[config.mk]
export PLATFORM = sky130hd
export DESIGN_NAME = rsc_front
export DESIGN_NICKNAME = d
export VERILOG_FILES = /design/src/hw/rtl/rsc_pkg.sv /design/src/hw/rtl/rsc_front.sv
export SDC_FILE = /design/constraint.sdc
export NUM_CORES = 1
export LEC_CHECK = 0
export BUFFER_PORTS_ARGS = -buffer_cell sky130_fd_sc_hd__buf_4
export CORE_UTILIZATION = 55
export DETAILED_ROUTE_END_ITERATION = 7
export PLACE_DENSITY = 0.77
export SLEW_MARGIN = 15
export SYNTH_ARGS = -nofsm -noshare
export SYNTH_HDL_FRONTEND = slang
export SYNTH_SLANG_ARGS = --single-unit
export TNS_END_PERCENT = 50
[constraint.sdc]
create_clock -name clk_i -period 5.9 [get_ports clk_i]
set_input_delay 0.295 -clock clk_i [delete_from_list [all_inputs] [get_ports clk_i]]
set_output_delay 0.295 -clock clk_i [all_outputs]
set_load 0.05 [all_outputs]
[src/hw/rtl/rsc_pkg.sv]
// ----------------------------------------------------------------------------
// rsc_pkg: shared definitions for the 3x3 speckle cleanup
// Register indexes, reset values, action codes and the control word that
// travels from the position tracker to the window stage.
// ----------------------------------------------------------------------------
package rsc_pkg;

  localparam int unsigned MaxColumnsDef = 2048;
  localparam int unsigned SampleBitsDef = 32;

  localparam int unsigned ColCfgW  = 12;
  localparam int unsigned RowCfgW  = 16;
  localparam int unsigned FillW    = 32;
  localparam int unsigned DelMinW  = 4;
  localparam int unsigned CfgDataW = 32;
  localparam int unsigned CfgIdxW  = 2;

  // one more bit than the row count, the drain runs past the last row
  localparam int unsigned RowW = RowCfgW + 1;

  localparam logic [ColCfgW-1:0]        ColumnsRst = 12'd2048;
  localparam logic [RowCfgW-1:0]        RowsRst    = 16'd1024;
  localparam logic signed [FillW-1:0]   FillRst    = -32'sd2559744;
  localparam logic [DelMinW-1:0]        DelMinRst  = 4'd6;

  localparam logic MODE_PIXEL = 1'b0;
  localparam logic MODE_DRAIN = 1'b1;

  typedef enum logic [CfgIdxW-1:0] {
    REG_COLUMNS,
    REG_ROWS,
    REG_FILL,
    REG_DELETE_MIN
  } reg_idx_e;

  typedef enum logic [1:0] {
    ACT_KEEP,
    ACT_ZERO,
    ACT_FILL
  } action_e;

  typedef struct packed {
    logic acts;
    logic take_px;
    logic has_res;
    logic interior;
    logic last;
  } front_ctrl_t;

endpackage

[src/hw/rtl/rsc_front.sv]
// ----------------------------------------------------------------------------
// rsc_front: raster position tracker
// Keeps column, row and the count of pixels still owed, decides per beat
// whether it is used, whether it releases a result and where that result
// sits in the frame.
// ----------------------------------------------------------------------------
module rsc_front #(
  parameter int unsigned MAX_COLUMNS = rsc_pkg::MaxColumnsDef
) (
  input  logic                                clk_i,
  input  logic                                rst_ni,
  input  logic [rsc_pkg::ColCfgW-1:0]         frame_columns_i,
  input  logic [rsc_pkg::RowCfgW-1:0]         frame_rows_i,
  input  logic                                restart_i,
  input  logic                                accept_i,
  input  logic                                mode_i,
  output rsc_pkg::front_ctrl_t                ctrl_o,
  output logic [$clog2(MAX_COLUMNS)-1:0]      col_o,
  output logic [$clog2(MAX_COLUMNS)-1:0]      pn_o
);

  localparam int unsigned ColW  = $clog2(MAX_COLUMNS);
  localparam int unsigned ColNW = $clog2(MAX_COLUMNS + 1);
  localparam int unsigned CmpW  = (ColNW > rsc_pkg::ColCfgW) ? ColNW : rsc_pkg::ColCfgW;
  localparam int unsigned PendW = $clog2(MAX_COLUMNS + 2);
  localparam int unsigned RowW  = rsc_pkg::RowW;

  logic [ColW-1:0]  col_q, col_d;
  logic [RowW-1:0]  row_q, row_d;
  logic [PendW-1:0] pend_q, pend_d;

  logic [CmpW-1:0]  fc_ext;
  logic [ColNW-1:0] cols_w;
  logic [RowW-1:0]  rows_w;
  logic [RowW-1:0]  pm;
  logic [ColW-1:0]  pn;
  logic             full, col_zero, wrap;

  always_comb begin
    fc_ext = CmpW'(frame_columns_i);
    if (fc_ext == '0) begin
      cols_w = ColNW'(1);
    end else if (fc_ext > CmpW'(MAX_COLUMNS)) begin
      cols_w = ColNW'(MAX_COLUMNS);
    end else begin
      cols_w = ColNW'(fc_ext);
    end
    rows_w = (frame_rows_i == '0) ? RowW'(1) : RowW'(frame_rows_i);

    full     = row_q >= rows_w;
    col_zero = col_q == '0;
    wrap     = (ColNW'(col_q) + ColNW'(1)) >= cols_w;

    ctrl_o.take_px = (mode_i == rsc_pkg::MODE_PIXEL) && !full;
    ctrl_o.acts    = ctrl_o.take_px || (full && pend_q != '0);
    ctrl_o.has_res = !(row_q == '0 || (row_q == RowW'(1) && col_zero));

    pm = col_zero ? row_q - RowW'(2) : row_q - RowW'(1);
    pn = col_zero ? ColW'(cols_w - ColNW'(1)) : col_q - ColW'(1);

    ctrl_o.interior = cols_w >= ColNW'(3) && rows_w >= RowW'(3) &&
                      pm >= RowW'(1) && (pm + RowW'(1)) < rows_w &&
                      pn >= ColW'(1) && (ColNW'(pn) + ColNW'(1)) < cols_w;
    ctrl_o.last     = ctrl_o.has_res && pm == rows_w - RowW'(1) &&
                      ColNW'(pn) == cols_w - ColNW'(1);

    col_d  = col_q;
    row_d  = row_q;
    pend_d = pend_q;
    if (restart_i) begin
      col_d  = '0;
      row_d  = '0;
      pend_d = '0;
    end else if (accept_i && ctrl_o.acts) begin
      if (wrap) begin
        col_d = '0;
        row_d = row_q + RowW'(1);
      end else begin
        col_d = col_q + ColW'(1);
      end
      if (ctrl_o.take_px && !ctrl_o.has_res) begin
        pend_d = pend_q + PendW'(1);
      end else if (!ctrl_o.take_px && ctrl_o.has_res) begin
        pend_d = pend_q - PendW'(1);
      end
      if (ctrl_o.last) begin
        col_d  = '0;
        row_d  = '0;
        pend_d = '0;
      end
    end
  end

  always_ff @(posedge clk_i or negedge rst_ni) begin
    if (!rst_ni) begin
      col_q  <= '0;
      row_q  <= '0;
      pend_q <= '0;
    end else begin
      col_q  <= col_d;
      row_q  <= row_d;
      pend_q <= pend_d;
    end
  end

  assign col_o = col_q;
  assign pn_o  = pn;

  a_last_restarts: assert property (@(posedge clk_i) disable iff (!rst_ni)
    (accept_i && ctrl_o.acts && ctrl_o.last && !restart_i)
      |=> (col_q == '0 && row_q == '0 && pend_q == '0))
    else $error("frame did not restart after its last pixel");

  a_pend_bound: assert property (@(posedge clk_i) disable iff (!rst_ni)
    pend_q <= PendW'(cols_w) + PendW'(1))
    else $error("pending pixel count beyond one row plus one");

endmodule

==> summary.txt <==
Root Buffer: clkbuf_16
Mapped Nets: 1,017
NetSw: 0.000460 W
Vias/cell: 6.50
fill cell count: 1,077
GRT Total Usage: 33.7%
Internal Power: 0.000692 W
syn_area_per_cell: 7.77 um^2
share of flip-flops with an asynchronous set or reset: 100%
WL per Instance: 19.4 um
Final Slew Violations: 0
final std cell area, no fill: 0.00820 mm^2
status: finished with violations
Cell variety after synth: 78
share of the synthesized area in the top cell type: 14.8%
reg2reg end: pend_q[10]
DP Worst Slack: 126 ps
Post-Route Skew: 3.66 ps
nets: 1,079
Die Y-Extent: 115 um
Flop pwr share: 25.5%
Synth top cells by count: ha_1, nor2_1, nand2_1, xnor2_1, nor3_1
fin crit period: 5760 ps
Final setup violation count: 0
CTS tree: yes
synth warn: 0
largest net degree at the start of global routing: 41
Fin Setup TNS: 0 ps
critical path arrival: 5460 ps
GP Congestion: 0.966
CP Max Fanout: 4
fmax: 174 MHz
CTS clock-pin slew for the worst setup and hold paths: 60 ps
# clock sinks: 40
failing checks: negative hold slack
Yosys reg bits: 40
Max-cap violations: 0
Final Hold Viols: 36
clock buffer count from CTS: 5
Pwr Density: 140 mW/mm^2
Initial Util: 57.3%
Worst Hold Class: in2async
placed cell area: 0.00775 mm^2
DRC Markers: 0
DRT Wirelength: 22,000 um
R2R Path Start: row_q[5]
Layout Area Growth over Synthesis: 17.2%
relative slew slack: 22.1%
die area: 0.0132 mm^2
initial antenna violation count: 0
most frequent cell after synthesis: ha_1
R2R setup slack: 890 ps
worst skew pair latency: 290 ps
DP HPWL: 17,200 um
Critical-path top delay cell: or4b_4
VDD IR max: 248 uV
number of flops mapped to enable cells by yosys: 0
grt ovf: 0
fin worst setup slack: 143 ps
I/O Buffers: 59
clock power share: 24.2%
Tightest Pin Transition: 1160 ps
slowest stage delay, CP: 490 ps
H-tree depth: 2
ANT nets after route: 0
CP cell instances: inv_2 > ha_4 > or4b_4 > buf_6 > buf_4 > nor2_2 > a221oi_1 > a2111oi_4 > or3b_4 > nor4_4 > xor2_1 > o31ai_1 > xor2_1 > ha_1 > a21oi_2 > nor2b_1 > a2111oi_2 > o21ai_1 > a31oi_1 > o31ai_1 > a41oi_2 > o41ai_4 > nor4_4 > buf_6
drt initial violations: 631
R2R depth: 16
required time of the critical path: 5610 ps
register area share after synthesis: 14.3%
vias in the first global route: 6,767
cts hold-fix bufs: 0
first-pass GRT wire length: 35,000 um
Sw Ratio: 39.9%
Synth area leaders: ha_1, dfrtp_1, xnor2_1
combinational power share: 50.3%
row cnt: 40
unrepaired setup endpoints after global routing: yes
core footprint: 0.0122 mm^2
Top FF cell, synth: dfrtp_1
CP Capture Type: output port
Leak: 3.79 nW
startpoint types: register
hold_ws: -18.9 ps
CP Class: reg2out
Syn Std Cell Area: 0.00700 mm^2
first-pass iteration count of the detailed router: 5
DR vias: 7,352
fin util: 67.2%
n_diodes: 0
layout cells sized above 1: 19.4%
clock buffer depth: 2
Syn Inst Count: 900
Die X: 115 um
area leader, netlist: ha_1
Ports: 60
period utilization: 97.6%
==> routing by layer <==
layer  global-route usage [%]  wire (um)  vias up
met5                        0          0        -
met4                     9.70        459        0
met3                     4.11       1950       33
met2                     54.1       9950      380
met1                     47.6       9640     3459
li1                         -          -     3480
==> layout make-up <==
class | count | area [um^2] | share of cell area, %
multi-input cells | 764 | 5850 | 71.3
repair buffers | 108 | 822 | 10.0
clock inverters | 2 | 10.0 | 0.122
well taps | 168 | 210 | 2.56
clock buffers | 6 | 139 | 1.69
flip-flops and latches | 40 | 1010 | 12.3
inverters | 43 | 164 | 2.00
==> power by group through the flow <==
stage	Combinational, W	Clock (W)	Sequential [W]
4_1_cts	0.000554	0.000279	0.000293
5_1_grt	0.000634	0.000289	0.000295
3_3_place_gp	0.000537	0	0.000298
2_1_floorplan	0.000394	0	0.000299
6_report	0.000579	0.000279	0.000294
3_5_place_dp	0.000545	0	0.000298
==> critical path, delay by kind of cell, from the launching register on <==
family                     cells  cell delay [ps]
AOI/OAI and AO/OA             10             1900
and+or+nand+nor                6             1590
buffers and inverters          4              570
DFF                            1              400
xor gates and xnor gates       2              290
adders and majority gates      2              410
==> per-stage QoR <==
stage                     power (W)  instances
after detailed placement   0.000843       1107
after floorplan            0.000693        900
final                       0.00115       1131
after CTS                   0.00113       1118
after global placement     0.000835       1107
after global routing        0.00122       1131
==> logic make-up after synthesis <==
family / synth area share (%)
DFF: 14.3
AOI/OAI and AO/OA: 19.5
adders and majority gates: 15.1
and+or+nand+nor: 29.9
xor gates and xnor gates: 14.5
muxes: 1.02
buffers and inverters: 5.67
==> how the worst max path moves through the flow <==
stage / from / endpoint / slack [ps] / depth (start not counted)
finish: col_o[1] / ctrl_o[1] / 140 / 24
global route: col_o[1] / ctrl_o[1] / -120 / 24
CTS: col_o[1] / ctrl_o[1] / 0.4 / 24
detailed placement: col_o[1] / ctrl_o[1] / 130 / 22
global placement: col_o[1] / ctrl_o[1] / 250 / 22
floorplan: col_o[7] / ctrl_o[1] / 10 / 24
==> state kept, by name (all words and copies together) (netlist names) <==
register,cells
pend_q,12
row_q,17
col_o,11
==> placed cells by master, fill, tap and decap left out, drive strengths merged, types with 34 or more instances in the layout <==
| master | count |
|---|---|
| buf | 108 |
| ha | 83 |
| nor2 | 74 |
| nand2 | 58 |
| xnor2 | 53 |
| nor3 | 50 |
| xor2 | 45 |
| inv | 42 |
| dfrtp | 40 |
| a21oi | 35 |
| nand3 | 34 |
==> repair_timing <==
| item | in CTS | in global routing |
|---|---|---|
| pin swaps | 7 | 11 |
| setup buffers | 3 | 13 |
| cloned | 0 | 0 |
| setup endpoints to repair | 1 | 1 |
| gates resized for setup | 16 | 19 |
No activity file was read; power rests on OpenSTA's default activity.
