`src/hw/rtl/rsc_pkg.sv`:
```
// ----------------------------------------------------------------------------
// rsc_pkg: shared definitions for the 3x3 speckle cleanup
// Register indexes, reset values, action codes and the control word that
// travels from the position tracker to the window stage.
// ----------------------------------------------------------------------------
package rsc_pkg;

  localparam int unsigned MaxColumnsDef = 2048;
  localparam int unsigned SampleBitsDef = 32;

  localparam int unsigned ColCfgW  = 12;
  localparam int unsigned RowCfgW  = 16;
  localparam int unsigned FillW    = 32;
  localparam int unsigned DelMinW  = 4;
  localparam int unsigned CfgDataW = 32;
  localparam int unsigned CfgIdxW  = 2;

  // one more bit than the row count, the drain runs past the last row
  localparam int unsigned RowW = RowCfgW + 1;

  localparam logic [ColCfgW-1:0]        ColumnsRst = 12'd2048;
  localparam logic [RowCfgW-1:0]        RowsRst    = 16'd1024;
  localparam logic signed [FillW-1:0]   FillRst    = -32'sd2559744;
  localparam logic [DelMinW-1:0]        DelMinRst  = 4'd6;

  localparam logic MODE_PIXEL = 1'b0;
  localparam logic MODE_DRAIN = 1'b1;

  typedef enum logic [CfgIdxW-1:0] {
    REG_COLUMNS,
    REG_ROWS,
    REG_FILL,
    REG_DELETE_MIN
  } reg_idx_e;

  typedef enum logic [1:0] {
    ACT_KEEP,
    ACT_ZERO,
    ACT_FILL
  } action_e;

  typedef struct packed {
    logic acts;
    logic take_px;
    logic has_res;
    logic interior;
    logic last;
  } front_ctrl_t;

endpackage

```
`src/hw/rtl/rsc_kernel.sv`:
```
// ----------------------------------------------------------------------------
// rsc_kernel: 3x3 window and cleanup rule
// Holds the two older window columns, forms the current window from them
// and the fresh column, applies the isolated-pixel and gap-fill rules.
// ----------------------------------------------------------------------------
module rsc_kernel #(
  parameter int unsigned SAMPLE_BITS = rsc_pkg::SampleBitsDef
) (
  input  logic                                clk_i,
  input  logic                                rst_ni,
  input  logic                                step_i,
  input  rsc_pkg::front_ctrl_t                ctrl_i,
  input  logic signed [SAMPLE_BITS-1:0]       up_i,
  input  logic signed [SAMPLE_BITS-1:0]       mid_i,
  input  logic signed [SAMPLE_BITS-1:0]       x_i,
  input  logic signed [rsc_pkg::FillW-1:0]    fill_i,
  input  logic [rsc_pkg::DelMinW-1:0]         del_min_i,
  output logic signed [SAMPLE_BITS-1:0]       value_o,
  output rsc_pkg::action_e                    action_o
);

  localparam int unsigned CmpW = (SAMPLE_BITS > rsc_pkg::FillW) ? SAMPLE_BITS : rsc_pkg::FillW;
  localparam int unsigned SumW = SAMPLE_BITS + 3;

  typedef logic signed [SAMPLE_BITS-1:0] samp_t;

  samp_t win_q [3][2];

  samp_t                     nb [8];
  samp_t                     centre, mean;
  logic [3:0]                empty_cnt;
  logic                      centre_empty, del, v1_empty;
  logic signed [SumW-1:0]    sum, rnd;

  function automatic logic is_empty(samp_t v, logic signed [rsc_pkg::FillW-1:0] f);
    logic signed [CmpW-1:0] ve;
    logic signed [CmpW-1:0] fe;
    ve = CmpW'(v);
    fe = CmpW'(f);
    return (v == '0) || (ve == fe);
  endfunction

  always_comb begin
    nb[0]  = win_q[0][0];
    nb[1]  = win_q[0][1];
    nb[2]  = up_i;
    nb[3]  = win_q[1][0];
    centre = win_q[1][1];
    nb[4]  = mid_i;
    nb[5]  = win_q[2][0];
    nb[6]  = win_q[2][1];
    nb[7]  = x_i;

    empty_cnt = '0;
    sum       = '0;
    for (int i = 0; i < 8; i++) begin
      if (is_empty(nb[i], fill_i)) begin
        empty_cnt = empty_cnt + 4'd1;
      end
      sum = sum + SumW'(nb[i]);
    end
    rnd  = sum + SumW'(4);
    mean = SAMPLE_BITS'(rnd >>> 3);

    centre_empty = is_empty(centre, fill_i);
    del          = centre_empty ? (del_min_i == '0) : (empty_cnt >= del_min_i);
    v1_empty     = del || centre_empty;

    value_o  = centre;
    action_o = rsc_pkg::ACT_KEEP;
    if (ctrl_i.has_res && ctrl_i.interior) begin
      if (del) begin
        value_o = '0;
        if (centre != '0) begin
          action_o = rsc_pkg::ACT_ZERO;
        end
      end
      if (v1_empty && empty_cnt == '0) begin
        value_o  = mean;
        action_o = rsc_pkg::ACT_FILL;
      end
    end
  end

  // shift left, the old centre moves left as its cleaned value
  always_ff @(posedge clk_i or negedge rst_ni) begin
    if (!rst_ni) begin
      for (int r = 0; r < 3; r++) begin
        win_q[r][0] <= '0;
        win_q[r][1] <= '0;
      end
    end else if (step_i) begin
      win_q[0][0] <= win_q[0][1];
      win_q[0][1] <= up_i;
      win_q[1][0] <= value_o;
      win_q[1][1] <= mid_i;
      win_q[2][0] <= win_q[2][1];
      win_q[2][1] <= x_i;
    end
  end

endmodule

```
`config.mk`:
```
export PLATFORM = sky130hd
export DESIGN_NAME = rsc_kernel
export DESIGN_NICKNAME = d
export VERILOG_FILES = /design/src/hw/rtl/rsc_pkg.sv /design/src/hw/rtl/rsc_kernel.sv
export SDC_FILE = /design/constraint.sdc
export NUM_CORES = 1
export LEC_CHECK = 0
export ABC_AREA = 1
export BUFFER_PORTS_ARGS = -buffer_cell sky130_fd_sc_hd__buf_4
export CAP_MARGIN = 30
export CORE_AREA = 3 3 248 250
export CTS_BUF_LIST = sky130_fd_sc_hd__clkbuf_16
export CTS_CLUSTER_DIAMETER = 200
export DETAILED_ROUTE_END_ITERATION = 10
export DIE_AREA = 0 0 251 253
export GPL_TIMING_DRIVEN = 1
export PLACE_DENSITY_LB_ADDON = 0.05
export SYNTH_ARGS = -nofsm -noshare
export SYNTH_HDL_FRONTEND = slang
export SYNTH_SLANG_ARGS = --single-unit
export TNS_END_PERCENT = 20
```
`constraint.sdc`:
```
create_clock -name clk_i -period 11.5 [get_ports clk_i]
set_clock_uncertainty 0.1 [all_clocks]
set_input_delay 3.45 -clock clk_i [delete_from_list [all_inputs] [get_ports clk_i]]
set_output_delay 3.45 -clock clk_i [all_outputs]
set_load 0.01 [all_outputs]
```
==> metrics.csv <==
stage,metric,value,unit
global_route,grt_max_degree,155,
sta,rsz0062_at_grt,true,
critical_path,worstPathArrival,8700,ps
drt,met2_wirelength,41600,um
placed_design,port_buffers,170,
floorplanning,initial_core_util,34.9,%
sta,fin_hold_ws,419,ps
floorplanning,core_area,59200,um^2
sta,fin_ws,-750,ps
clock_network,clk_latency,530,ps
finish,fin_nets,3689,
floorplanning,rows,89,
sta,max_freq,81.6,MHz
power,power.density,288,nW/um^2
power,clkPwrFrac,7.8,%
power,p_sw,3.81,mW
sta,finalSetupViolCount,34,
finish,fin_area,27000,um^2
global_route,overflow,0,
logic_synthesis,synth_area_per_cell,7.44,um^2
clock_network,clockRootBuffer,clkbuf_16,
power,p_leak,13.6,nW
clock_network,ctsHoldBuffers,0,
clock_network,cts.sinks,192,
finish,regArea,4800,um^2
logic_synthesis,syn-num-nets,3164,
clock_network,cts_max_path_buffers,2,
clock_network,cts_buffers,17,
drt,wl_met1,38800,um
drt,ant_nets,0,
critical_path,cp.required,7950,ps
drt,drc,0,
global_route,antenna_found_initial,3,
sta,worst_pin_slew,933,ps
drt,dr.pass1.iters,5,
logic_synthesis,synth.distinct_cells,50,
logic_synthesis,syn_inst,2784,
critical_path,path_max_fanout,16,
logic_synthesis,ys_seq_area_share,23.2,%
clock_network,htreeDepth,4,
logic_synthesis,ys_warn_count,0,
logic_synthesis,ys.flop_type,dfrtp_1,
finish,multiInputGateArea,14000,um^2
floorplanning,fp.dieW,251,um
status,violations,negative setup slack,
clock_network,clk_pin_slew,80,ps
drt,via_per_inst,4.92,
power,p_comb_share,81.4,%
sta,timing.final.crit_period,12250,ps
placed_design,globalplace.congestion,0.971,
logic_synthesis,synth-edff-count,0,
floorplanning,chipHeight,253,um
critical_path,cp_slowest_stage_delay,330,ps
drt,wl,88500,um
power,p_seq_share,10.8,%
power,intPower,3.98,mW
floorplanning,dieArea,63500,um^2
sta,period_share,107,%
global_route,grt_pass1_wl,130000,um
logic_synthesis,ys_ff_latch,192,
flow_run,cap_violations,0,
finish,filler_cell_count,6113,
power,power,7.79,mW
critical_path,crit_path_end_kind,primary output,
drt,top_layer,met5,
drt,wl_met3,5040,um
min_path,hold_class,flip-flop to flip-flop,
status,status,finished with violations,
clock_network,cts_tree,done,
floorplanning,ioPinCount,174,
power,switching_share,48.9,%
critical_path,slowest_stage,ha_2,
finish,areaGrowthSynthToFinish,30.4,%
drt,first_iter_violations,1605,
placed_design,place_area,25500,um^2
drt,num_vias,20100,
sta,fin_setup_tns,-23500,ps
sta,maxSlewViolCount,0,
logic_synthesis,ys_async_sr_fraction,100,%
sta,hold_viol,0,
critical_path,path_class,input port to primary output,
placed_design,hpwl,73700,um
sta,maxSlewHeadroom,37.7,%
finish,drive_above_1_share,25.6,%
critical_path,cp-start-kind,input port,
global_route,first_global_vias,20400,
critical_path,regToRegSetupSlack,4930,ps
global_route,grt_usage,28.1,%
power,vdd_drop_max,228,uV
logic_synthesis,syn_area,20700,um^2
drt,wl_per_cell,21.6,um
[power by group through the flow]
stage	sequential, mW	combinational, mW	clock (mW)
floorplan	0.827	3.36	0
global placement	0.854	6.19	0
detailed placement	0.857	6.18	0
CTS	0.844	6.28	0.616
global route	0.856	6.96	0.636
finish	0.844	6.34	0.606
[metal layers]
layer	global-route usage, %	vias to the layer above
met1	37.4	9718
met4	10.1	4
met3	4.03	116
met2	46.8	597
met5	0	-
li1	-	9705
[worst max-delay path, delay by kind of cell]
family	cells	cell delay [ps]
and+or+nand+nor	22	2290
AOI/OAI and AO/OA	5	530
buffers and inverters	8	870
muxes	1	190
adders and majority gates	5	1320
[sequential cells by signal, summed over array words and instances, names as in the netlist]
register and flops:
nb 160, centre 32
[logic make-up after synthesis]
| kind of cell | Yosys count | synth area share (%) |
|---|---|---|
| compound gates | 285 | 7.48 |
| xor+xnor | 193 | 8.20 |
| fa+ha+maj | 240 | 21.6 |
| buf+inv | 589 | 12.0 |
| flops | 192 | 23.2 |
| mux | 1 | 0.0483 |
| simple gates | 1284 | 27.5 |
[area by class of cell]
type                       instances  share of cell area [%]
multi-input combinational       2003                    51.7
timing repair buffer             597                    17.9
sequential                       192                    17.8
inverter                         498                    7.07
tap                              773                    3.58
clock buffer                      17                    1.58
clock inverter                    15                   0.357
antenna                            1                 0.00927
[metrics by stage]
step	setup slack [ps]	util, %	cells
floorplan	3.30	-	2784
global placement	-1220	43.0	4032
detailed placement	-1220	43.0	4032
CTS	-753	44.8	4085
global route	-1110	45.6	4095
finish	-750	45.6	4096
[worst paths after layout]
path	end	cells past startpoint	from
setup reg to reg	nb[138]$_DFFE_PN0P_	40	nb[193]$_DFFE_PN0P_
min in group asynchronous	nb[237]$_DFFE_PN0P_	1	rst_ni
hold reg to reg	nb[243]$_DFFE_PN0P_	2	nb[211]$_DFFE_PN0P_
hold / removal	nb[243]$_DFFE_PN0P_	2	nb[211]$_DFFE_PN0P_
setup / recovery	value_o[24]	41	fill_i[17]
max in group asynchronous	nb[88]$_DFFE_PN0P_	3	rst_ni
[cells in the final DEF, fill, tap and decap left out, types with 10 or more instances in the layout]
cell / n
nand2_1: 703
buf_4: 555
inv_1: 465
fa_1: 196
dfrtp_1: 192
o21ai_0: 174
nor2_1: 142
xnor2_1: 141
nand3_1: 95
nand4_1: 94
nand2_2: 58
a21oi_1: 58
xor2_1: 49
ha_1: 39
nand3_2: 34
nor4_1: 33
nor2_2: 24
buf_6: 22
and2_4: 21
nor3_1: 20
inv_2: 17
clkbuf_16: 17
nand2_4: 16
o2111ai_1: 16
inv_4: 14
buf_12: 11
nand3b_1: 10
[Yosys cell counts, types with 8 or more instances]
library cell / n / area share [%]
o21ai_0: 177 / 4.3
xnor2_1: 143 / 6.0
fa_1: 196 / 19
nand2_2: 37 / 1.1
nand3b_1: 10 / 0.36
dfrtp_1: 192 / 23
nand2_1: 737 / 13
nor2_1: 171 / 3.1
buf_4: 16 / 0.58
nor3_1: 20 / 0.48
a21oi_1: 61 / 1.5
inv_4: 8 / 0.24
xor2_1: 49 / 2.1
clkbuf_1: 39 / 0.71
inv_1: 465 / 8.4
nor4_1: 33 / 1.0
a31oi_1: 9 / 0.27
buf_2: 8 / 0.19
ha_1: 44 / 2.7
nand4_1: 94 / 2.8
nand3_1: 118 / 2.9
o2111ai_1: 16 / 0.68
nand3_2: 12 / 0.58
buf_6: 23 / 1.3
inv_2: 20 / 0.36
and2_1: 22 / 0.66
[what timing repair did]
action | CTS | global route
pin swaps | 13 | 59
gates resized for setup | 105 | 87
gates cloned | 3 | 0
setup buffers | 19 | 9
setup endpoints to repair | 34 | 34
No activity file was read; power rests on OpenSTA's default activity.
